**src/rtl/pws_pkg.sv**
```systemverilog
// Package for the priority window scheduler.
// Holds the sequencer state type and the fixed field widths.
// No dependencies.
package pws_pkg;

  localparam int OUT_INDEX_W = 16;
  localparam int WSIZE_W = 4;
  localparam logic [WSIZE_W-1:0] WSIZE_RESET = 4'd3;

  typedef enum logic {
    ST_IDLE,
    ST_SCAN
  } state_t;

endpackage

```
**src/rtl/priority_window_scheduler_top.sv**
```systemverilog
// Priority window scheduler: collects packets into windows and emits their
// arrival indices, high priority first, at most one per cycle from one scanner.
// Depends on pws_pkg.
//
//  channel   | dir | tdata                    | tlast
//  ----------+-----+--------------------------+-------------
//  s_axis    | in  | [0] priority_high        | sequence_end
//  m_axis    | out | [15:0] packet_index      | run_last
//  cfg       | in  | cfg_wdata: window_size   | -
//
// A packet that closes a window of n entries is followed by a scan of two passes
// over those entries, one entry per cycle through the single index adder while
// the output is not stalled. s_axis_tready is low during the scan. The output
// register lets the next packet be taken while the final index still waits.
// Reset is synchronous.
module priority_window_scheduler_top #(
  parameter int MAX_WINDOW  = 8,
  parameter int INDEX_WIDTH = 16
) (
  input  logic                              clk,
  input  logic                              rst,
  input  logic                              s_axis_tvalid,
  output logic                              s_axis_tready,
  input  logic [7:0]                        s_axis_tdata,   // [0] priority_high
  input  logic                              s_axis_tlast,   // sequence_end
  output logic                              m_axis_tvalid,
  input  logic                              m_axis_tready,
  output logic [pws_pkg::OUT_INDEX_W-1:0]   m_axis_tdata,   // [15:0] packet_index
  output logic                              m_axis_tlast,   // run_last
  input  logic                              cfg_we,
  input  logic [pws_pkg::WSIZE_W-1:0]       cfg_wdata
);
  import pws_pkg::*;

  localparam int FILL_W = $clog2(MAX_WINDOW + 1);
  localparam int SLOT_W = (MAX_WINDOW > 1) ? $clog2(MAX_WINDOW) : 1;
  localparam logic [FILL_W-1:0] MAX_FILL = FILL_W'(MAX_WINDOW);
  localparam logic [FILL_W-1:0] TOP_SLOT = FILL_W'(MAX_WINDOW - 1);

  state_t state, state_next;

  logic [WSIZE_W-1:0]     window_size;
  logic [INDEX_WIDTH-1:0] arrival_count;
  logic [INDEX_WIDTH-1:0] window_base;
  logic [FILL_W-1:0]      window_fill;
  logic [MAX_WINDOW-1:0]  prio;

  logic              pass;
  logic [FILL_W-1:0] scan_i;
  logic [FILL_W-1:0] emit_k;
  logic [FILL_W-1:0] scan_n;

  logic                   m_valid;
  logic [OUT_INDEX_W-1:0] m_index;
  logic                   m_last;

  // input side
  logic              in_xfer;
  logic [FILL_W-1:0] slot;
  logic [FILL_W-1:0] fill_inc;
  logic [FILL_W-1:0] eff_size;
  logic              flush;

  // scan side
  logic                         match;
  logic                         out_free;
  logic                         step;
  logic                         emit;
  logic                         scan_end;
  logic [FILL_W-1:0]            emit_k_inc;
  logic [INDEX_WIDTH-1:0]       index_sum;
  logic [INDEX_WIDTH+OUT_INDEX_W-1:0] index_ext;

  // window size clamped to 1..MAX_WINDOW
  always_comb begin
    if (window_size == '0) begin
      eff_size = FILL_W'(1);
    end else if (32'(window_size) > 32'(MAX_WINDOW)) begin
      eff_size = MAX_FILL;
    end else begin
      eff_size = FILL_W'(window_size);
    end
  end

  assign in_xfer  = s_axis_tvalid && s_axis_tready;
  assign slot     = (window_fill >= MAX_FILL) ? TOP_SLOT : window_fill;
  assign fill_inc = slot + FILL_W'(1);
  assign flush    = (fill_inc >= eff_size) || s_axis_tlast;

  assign match      = (prio[scan_i[SLOT_W-1:0]] == ~pass);
  assign out_free   = !m_valid || m_axis_tready;
  assign step       = (state == ST_SCAN) && (!match || out_free);
  assign emit       = step && match;
  assign scan_end   = (scan_i == scan_n - FILL_W'(1));
  assign emit_k_inc = emit_k + FILL_W'(1);
  assign index_sum  = window_base + INDEX_WIDTH'(scan_i);
  assign index_ext  = {{OUT_INDEX_W{1'b0}}, index_sum};

  // next state
  always_comb begin
    state_next = state;
    unique case (state)
      ST_IDLE: begin
        if (in_xfer && flush) begin
          state_next = ST_SCAN;
        end
      end
      ST_SCAN: begin
        if (step && scan_end && pass) begin
          state_next = ST_IDLE;
        end
      end
      default: state_next = ST_IDLE;
    endcase
  end

  // outputs
  always_comb begin
    s_axis_tready = (state == ST_IDLE);
    m_axis_tvalid = m_valid;
    m_axis_tdata  = m_index;
    m_axis_tlast  = m_last;
  end

  always_ff @(posedge clk) begin
    if (rst) begin
      state         <= ST_IDLE;
      window_size   <= WSIZE_RESET;
      arrival_count <= '0;
      window_base   <= '0;
      window_fill   <= '0;
      pass          <= 1'b0;
      scan_i        <= '0;
      emit_k        <= '0;
      scan_n        <= '0;
      m_valid       <= 1'b0;
    end else begin
      state <= state_next;
      if (cfg_we) begin
        window_size <= cfg_wdata;
      end

      if (in_xfer) begin
        if (slot == '0) begin
          window_base <= arrival_count;
        end
        if (flush) begin
          window_fill   <= '0;
          arrival_count <= s_axis_tlast ? '0 : arrival_count + INDEX_WIDTH'(1);
          scan_n        <= fill_inc;
          scan_i        <= '0;
          emit_k        <= '0;
          pass          <= 1'b0;
        end else begin
          window_fill   <= fill_inc;
          arrival_count <= arrival_count + INDEX_WIDTH'(1);
        end
      end

      if (step) begin
        if (scan_end) begin
          scan_i <= '0;
          pass   <= 1'b1;
        end else begin
          scan_i <= scan_i + FILL_W'(1);
        end
        if (emit) begin
          emit_k <= emit_k_inc;
        end
      end

      if (emit) begin
        m_valid <= 1'b1;
      end else if (m_axis_tready) begin
        m_valid <= 1'b0;
      end
    end
  end

  // payload registers, no reset
  always_ff @(posedge clk) begin
    if (in_xfer) begin
      prio[slot[SLOT_W-1:0]] <= s_axis_tdata[0];
    end
    if (emit) begin
      m_index <= index_ext[OUT_INDEX_W-1:0];
      m_last  <= (emit_k_inc == scan_n);
    end
  end

endmodule

```
**config.mk**
```make
export PLATFORM = sky130hd
export DESIGN_NAME = priority_window_scheduler_top
export DESIGN_NICKNAME = d
export VERILOG_FILES = /design/src/rtl/pws_pkg.sv /design/src/rtl/priority_window_scheduler_top.sv
export SDC_FILE = /design/constraint.sdc
export NUM_CORES = 1
export LEC_CHECK = 0
export BUFFER_PORTS_ARGS = -buffer_cell sky130_fd_sc_hd__buf_2
export CAP_MARGIN = 20
export CORE_MARGIN = 2
export CORE_UTILIZATION = 45
export CTS_CLUSTER_SIZE = 30
export DETAILED_ROUTE_END_ITERATION = 8
export GPL_ROUTABILITY_DRIVEN = 0
export GPL_TIMING_DRIVEN = 0
export SYNTH_ARGS = -nofsm -noshare
export SYNTH_HDL_FRONTEND = slang
export SYNTH_SLANG_ARGS = --single-unit
```
**constraint.sdc**
```tcl
create_clock -name clk -period 2.7 [get_ports clk]
set_input_delay 0.135 -clock clk [delete_from_list [all_inputs] [get_ports clk]]
set_output_delay 0.135 -clock clk [all_outputs]
set_load 0.01 [all_outputs]
```
Word-level counts from Yosys, hierarchy flattened
Index checks and enable logic that the tools add are counted.
Word-level totals
  flip-flop bits (word level): 80
  output and inout bits: 19
  logic and storage cells: 78
Cells by class
  add/sub/neg operators: 6
  order comparisons: 6
  eq/ne operators: 3
  muxes and demuxes: 28
  bitwise gates (word level): 2
  reduce and logical (&&, ||, !) cells: 20
Operator list (count)
  $mux W4: 12
  $mux W16: 2
  $add A16 B1 Y16 const B: 1
  $add A16 B4 Y16: 1
  $add A4 B1 Y4 const B: 3
  $mux W1: 10
  $bwmux W8: 1
  $eq A4 B4 Y1: 2
  $logic_not A4 Y1: 2
  $lt A3 B4 Y1 const B: 2
  $logic_and A1 B1 Y1: 7
  $reduce_and A2 Y1: 3
  $reduce_bool A2 Y1: 3
  $ge A4 B4 Y1: 1
  $ge A4 B4 Y1 const B: 1
  $gt A4 B4 Y1 const B: 1
  $sub A4 B1 Y4 const B: 1
  $bmux W1 S3: 1
  $demux W1 S3: 1
  $ge A3 B1 Y1 const B: 1
  $logic_or A1 B1 Y1: 3
  $logic_not A1 Y1: 2
  $not A1 Y1: 2
  $pmux W1 S2: 1
  $eq A1 B1 Y1: 1

Logic depth before layout (Yosys ltp)
Gate-level depths: netlist of the first run.
  depth in word-level cells: 10
  gate-level depth with buffers: 11
  mapped depth without buffers: 10

Worst setup path after synthesis of the first run
No wires, ideal clock.
  path kind: register to register
  from: register window_fill[3]
  to: register pass
  arrival time: 2310 ps
  data required time: 2572 ps
  setup slack: 262 ps
  cell stages (with the launch flop): 11
  path buffers: 1
  clock period less this slack: 2438 ps
  cells stage by stage: dfxtp_1 or2_2 inv_1 ha_1 ha_1 a21oi_1 o21ai_0 nand3_1 clkbuf_1 a2bb2oi_1 nor2_1
On the way
  word-level cells in the longest chain between the ends: 9
RTL lines
  from (decl): line priority_window_scheduler_top.sv:45  | logic [FILL_W-1:0] window_fill;
  from (signal assigned): line priority_window_scheduler_top.sv:155  | window_fill <= fill_inc;
  $ge A4 B4 Y1 *: line priority_window_scheduler_top.sv:86  | assign slot = (window_fill >= MAX_FILL) ? TOP_SLOT : window_fill;
  $mux W4 *: line priority_window_scheduler_top.sv:86
  $add A4 B1 Y4 *: line priority_window_scheduler_top.sv:87  | assign fill_inc = slot + FILL_W'(1);
  named net fill_inc[0]: line priority_window_scheduler_top.sv:60  | logic [FILL_W-1:0] fill_inc;
  $ge A4 B4 Y1 *: line priority_window_scheduler_top.sv:88  | assign flush = (fill_inc >= eff_size) || s_axis_tlast;
  $logic_or A1 B1 Y1 *: line priority_window_scheduler_top.sv:88
  $mux W1 *: line priority_window_scheduler_top.sv:147  | if (flush) begin
  $mux W1 *: line priority_window_scheduler_top.sv:143  | if (in_xfer) begin
  $mux W1: line priority_window_scheduler_top.sv:161  | if (scan_end) begin
  $mux W1 *: line priority_window_scheduler_top.sv:160  | if (step) begin
  to (signal assigned): line priority_window_scheduler_top.sv:132  | pass <= 1'b0;
  to (signal assigned): line priority_window_scheduler_top.sv:153  | pass <= 1'b0;
  to (signal assigned): line priority_window_scheduler_top.sv:163  | pass <= 1'b1;
  to (decl): line priority_window_scheduler_top.sv:48  | logic pass;
Mark *: on every way through the listed nets, which the timed path passes. The rest lies on a longest branch.
A chain may end at the register's enable or synchronous reset.

Worst setup path in the final report of the first run
Ends and elaborated chain as after synthesis.

==> impl_metrics.ini, run 1 <==
[detailed_routing]
dr.first_iter.drc_count = 101
post_drt_wl_per_cell_um = 12.77
vias_per_cell = 4.929
postRouteAntennaNets = 0
drc = 0
dr.pass1.iters = 4
vias = 2642
routed_wl_um = 6844

[final_layout]
drive_gt1_frac = 0.1346
fin_cells = 536
nets = 459
syn_to_final_growth_pct = 13.16
fill_cells = 811
fin_util = 0.5184
diodes = 0

[sta]
finalCritPeriodShare = 0.9074
min_period_ns = 2.450
hold_violations = 0
drv_slew = 0
finalSetupTns_ns = 0
worst_pin_slew_ns = 0.7036
slew_headroom = 0.5273
max_freq_mhz = 408.2
finalClockSkew_ns = 0.007317
rsz0062_at_grt = no
setup_viol_count_final = 0

[clock_tree]
cts_tree = built
clock_latency_ns = 0.36
cts_buffer_depth = 2
numCtsBuffers = 9
path_clk_slew_ns = 0.09
root_buffer = clkbuf_8
cts_max_level = 3
cts_sinks = 80

[logic_synthesis]
syn_avg_cell_area_um2 = 9.629
ys_seq_area_frac = 0.4995
yosys.area.top_type = dfxtp_1
synth_cell_types = 47
syn_inst = 385
synth_area_leaders = dfxtp_1 30%, edfxtp_1 20%, nand2_1 5.6%
ys_async_sr_fraction = 0
synth-edff-count = 25
synth_warnings = 0
synth_top_area_share = 0.2970
syn_area_um2 = 3707
synth_ff_type = dfxtp_1
ys_ff_latch = 80
syn_nets = 418

[worst_setup_path]
worstPathCellList = or2_2 > inv_1 > ha_1 > ha_1 > a21oi_1 > o21ai_2 > nand3_4 > a2bb2oi_1 > nor2_1
critical_path.most_common_cell = ha_1
slowest_stage = or2_2
cp_top_family = simple AND/OR/NAND/NOR gates
critPathLaunchType = flop
ff2ff_setup_slack_ns = 0.25
cp_max_fo = 14
worstReg2RegStart = window_fill[3]
reg2reg_depth = 9
arrival_ns = 2.68
slowest_delay_ns = 0.37
critPathCaptureType = flop
cp.required_ns = 2.93
worstSetupPathType = reg2reg
crit_buf_inv = 1
timing.rr.end = pass

[die]
die_h_um = 94.77
die_x_um = 94.77
die-area_um2 = 8980
start_util = 0.4581
std_cell_rows = 33
io_pins = 37
core_um2 = 8093

[worst_hold_path]
hold_class = in2reg
hold_start = cfg_wdata[2]
hold_path_end = window_size[2]
worstHoldPathCells = 3

[job]
max_cap_violations = 0

[grt]
antenna_found_initial = 0
grt_pass1_wl_um = 11870
overflow = 0
gr-usage-all-layers = 0.1710
first_global_vias = 2481
grt_max_degree = 21

[placement]
io_buffers = 29
place_hpwl_um = 4965
placed_cells_incl_taps = 519

[power]
total_power_mw = 2.362
leakagePower_nw = 1.573
vdd_drop_max_uv = 205.8
p_per_area_nw_per_um2 = 562.9

[outcome]
status = complete, no violations
-- state kept, by name, indices dropped and copies added, names as in the netlist, 4 cells and up --
register / flops
scan_n: 4
prio: 8
emit_k: 4
m_axis_tdata: 16
scan_i: 4
window_base: 16
window_fill: 4
window_size: 4
arrival_count: 16
-- Yosys cell counts (all sizes together), types with 3 or more instances --
master and n:
buf 3, nor3 7, inv 16, or3 3
nand3 28, xor2 22, nor2b 3, mux2i 9
and3 7, ha 14, a21o 3, a21oi 33
xnor2 21, or2 4, dfxtp 55, edfxtp 25
nor2 35, nand4 6, nand2 55, clkbuf 10
-- where the power goes --
part	leakage (nW)	switching [mW]	internal, mW
Combinational	0.822	0.152	0.0927
Sequential	0.664	0.0261	1.28
Clock	0.0866	0.471	0.343
-- per-stage QoR --
step	hold WS, ns	instance area (µm²)	setup slack (ns)
floorplan	0.2339	3707	0.2625
finish	0.008094	4195	0.2501
global route	0.01616	4195	0.04974
CTS	0.004909	4184	0.05841
global placement	0.3385	3984	-0.1924
detailed placement	0.3469	3984	-0.2027
-- tightest hold or removal path, stage by stage --
cell     delay [ns]
buf_2          0.07
mux2i_1        0.05
nor2_1         0.07
-- placed cells by master, fill, tap and decap left out, drive strengths merged, types with 6 or more instances in the layout --
cell type  netlist  layout
nand3           28      28
and3             7       7
nor3             7       7
dfxtp           55      55
xnor2           21      21
inv             16      19
nand2           55      55
ha              14      14
edfxtp          25      25
xor2            22      22
clkbuf          10      18
buf              3      32
a21oi           33      33
nand4            6       6
mux2i            9       9
nor2            35      35
-- cell type report --
| cell class | count | area [µm²] | share of cell area |
|---|---|---|---|
| Multi-Input combinational cell | 276 | 1754 | 0.4181 |
| Tap cell | 105 | 131.4 | 0.03132 |
| Buffer | 12 | 53.80 | 0.01282 |
| Timing Repair Buffer | 31 | 165.2 | 0.03937 |
| Clock inverter | 7 | 55.05 | 0.01312 |
| Clock buffer | 9 | 123.9 | 0.02953 |
| Sequential cell | 80 | 1852 | 0.4414 |
| Inverter | 16 | 60.06 | 0.01432 |
-- cell families after synthesis --
family | share of synthesized area
simple gates | 0.1991
flops | 0.4995
compound gates | 0.07999
xor+xnor | 0.1066
buf+inv | 0.03172
fa+ha+maj | 0.05265
mux | 0.03038
-- how the worst max path moves through the flow --
stage           endpoint           start  cells past startpoint  slack [ns]
4_1_cts             pass  window_fill[3]                      9        0.06
3_3_place_gp        pass  window_fill[3]                     10       -0.19
3_5_place_dp        pass  window_fill[3]                     10       -0.20
2_1_floorplan       pass  window_fill[3]                     10        0.26
6_report            pass  window_fill[3]                      9        0.25
5_1_grt        scan_n[0]  window_fill[3]                      9        0.05
-- routing by layer --
layer	share of wire	wire (µm)	vias to the layer above	GRT usage
met4	0.017	119	0	0.05435
met1	0.50	3433	1181	0.2385
met5	0	0	-	0
li1	-	-	1406	-
met3	0.045	305	10	0.04549
met2	0.44	2985	45	0.2589
-- timing repair --
item	CTS	global route
resized for setup	2	2
hold buffers	2	0
buffers inserted	0	0
setup endpoints to repair	10	14
endpoints found under the hold margin	2	0
Power figures use the tool's default switching activity.
==> run 2: changes to the inputs <==
--- a/config.mk
+++ b/config.mk
@@ -8,7 +8,7 @@
 export BUFFER_PORTS_ARGS = -buffer_cell sky130_fd_sc_hd__buf_2
 export CAP_MARGIN = 20
 export CORE_MARGIN = 2
-export CORE_UTILIZATION = 45
+export CORE_UTILIZATION = 44
 export CTS_CLUSTER_SIZE = 30
 export DETAILED_ROUTE_END_ITERATION = 8
 export GPL_ROUTABILITY_DRIVEN = 0
==> impl_metrics.ini, run 2 (synthesis gave the netlist of run 1 again) <==
[outcome]
status = complete, no violations

[sta]
drv_slew = 0
min_period_ns = 2.482
worst_pin_slew_ns = 0.7277
slew_headroom = 0.5111
finalCritPeriodShare = 0.9194
finalClockSkew_ns = 0.01299
setup_ws_ns = 0.2176
max_freq_mhz = 402.8
hold_violations = 0
fin_hold_ws_ns = 0.01980
setup_viol_count_final = 0
rsz0062_at_grt = no

[grt]
antenna_found_initial = 0
overflow = 0
gr-usage-all-layers = 0.1650
grt_pass1_wl_um = 11470
grt_max_degree = 21
first_global_vias = 2487

[power]
vdd_drop_max_uv = 280.0
p_per_area_nw_per_um2 = 572.7
power_switching_mw = 0.6138
power_frac_clock = 0.358
leakagePower_nw = 1.588
internal-power_mw = 1.796
switching_share = 0.2547
combPwrFrac = 0.101
total_power_mw = 2.410
seqPwrFrac = 0.541

[clock_tree]
cts_max_level = 3
cts_sinks = 80
clock_latency_ns = 0.36
cts_buffer_depth = 2
numCtsBuffers = 9
cts_tree = built
path_clk_slew_ns = 0.08
root_buffer = clkbuf_8

[final_layout]
fin_cells = 536
syn_to_final_growth_pct = 13.50
drive_gt1_frac = 0.1346
diodes = 0
final_cell_mix = 55 x nand2_1, 55 x dfxtp_1, 35 x nor2_1
nets = 459
fill_cells = 789

[worst_setup_path]
cp.required_ns = 2.92
slowest_delay_ns = 0.40
cp_top_family = adder cells
critPathCaptureType = flop
slowest_stage = dfxtp_1
worstPathCellList = or2_2 > clkinvlp_4 > ha_1 > ha_1 > a21oi_1 > o21ai_1 > nand3_4 > mux2i_1 > nor2_1
critPathLaunchType = flop
worstSetupPathType = reg2reg
critical_path.most_common_cell = ha_1
cp_max_fo = 14
crit_buf_inv = 1
arrival_ns = 2.70

[die]
std_cell_rows = 33
die-area_um2 = 9176
io_pins = 37
die_x_um = 95.79
die_h_um = 95.79
start_util = 0.4535
core_um2 = 8175

[worst_hold_path]
hold_class = in2reg

[detailed_routing]
dr.first_iter.drc_count = 95
drc = 0
post_drt_wl_per_cell_um = 12.53
vias = 2707
routed_wl_um = 6715
postRouteAntennaNets = 0
vias_per_cell = 5.050
dr.pass1.iters = 4

[placement]
placed_cells_incl_taps = 519
dp_slack_ns = -0.1862
place_hpwl_um = 5045
io_buffers = 29

[job]
max_cap_violations = 0
run 2: worst paths after layout:
path                        from              to  slack (ns)  cells after the start
setup / recovery  window_fill[3]       scan_n[2]        0.22                      9
hold / removal      cfg_wdata[3]  window_size[3]        0.02                      3
setup reg to reg  window_fill[3]       scan_n[2]        0.22                      9
hold reg to reg   window_base[3]  window_base[3]        0.46                      2
run 2: cell type report:
class	count	area, µm²	share of cell area
Tap cell	105	131.4	0.03122
Clock buffer	9	123.9	0.02944
Buffer	12	53.80	0.01279
Clock inverter	7	67.56	0.01606
Sequential cell	80	1852	0.4401
Inverter	16	63.81	0.01517
Timing Repair Buffer	31	165.2	0.03925
Multi-Input combinational cell	276	1750	0.4160
run 2: per-stage QoR:
step	cell area [µm²]	utilization	TNS (ns)
finish	4208	0.5147	0
global route	4208	0.5147	0
CTS	4197	0.5133	0
detailed placement	3984	0.4873	-1.387
global placement	3984	0.4873	-1.329
floorplan	3707	-	0
run 2: repair_timing:
action / 4_1_cts / 5_1_grt
hold buffers: 2 / 0
cloned: 0 / 0
setup buffers: 0 / 0
resized for setup: 2 / 2
hold endpoints to repair: 2 / 0
setup endpoints to repair: 10 / 13
run 2: power by group through the flow:
stage / sequential, mW / clock (mW) / combinational (mW)
floorplan: 1.33 / 0 / 0.161
global placement: 1.33 / 0 / 0.235
detailed placement: 1.33 / 0 / 0.238
CTS: 1.30 / 0.886 / 0.242
global route: 1.31 / 0.948 / 0.276
finish: 1.30 / 0.863 / 0.244
run 2: routing by layer:
layer  wire length [µm]  up-vias  share of wire  track usage
met1               3403     1239           0.51       0.2223
met2               2931       44           0.44       0.2488
met4                131        0          0.020      0.06786
li1                   -     1408              -            -
met3                248       16          0.037      0.04777
met5                  0        -              0            0
run 2: worst min-delay path, delay by kind of cell:
| family | cells | cell delay (ns) |
|---|---|---|
| buffers and inverters | 1 | 0.07 |
| multiplexers | 1 | 0.06 |
| AND/OR/NAND/NOR | 1 | 0.07 |
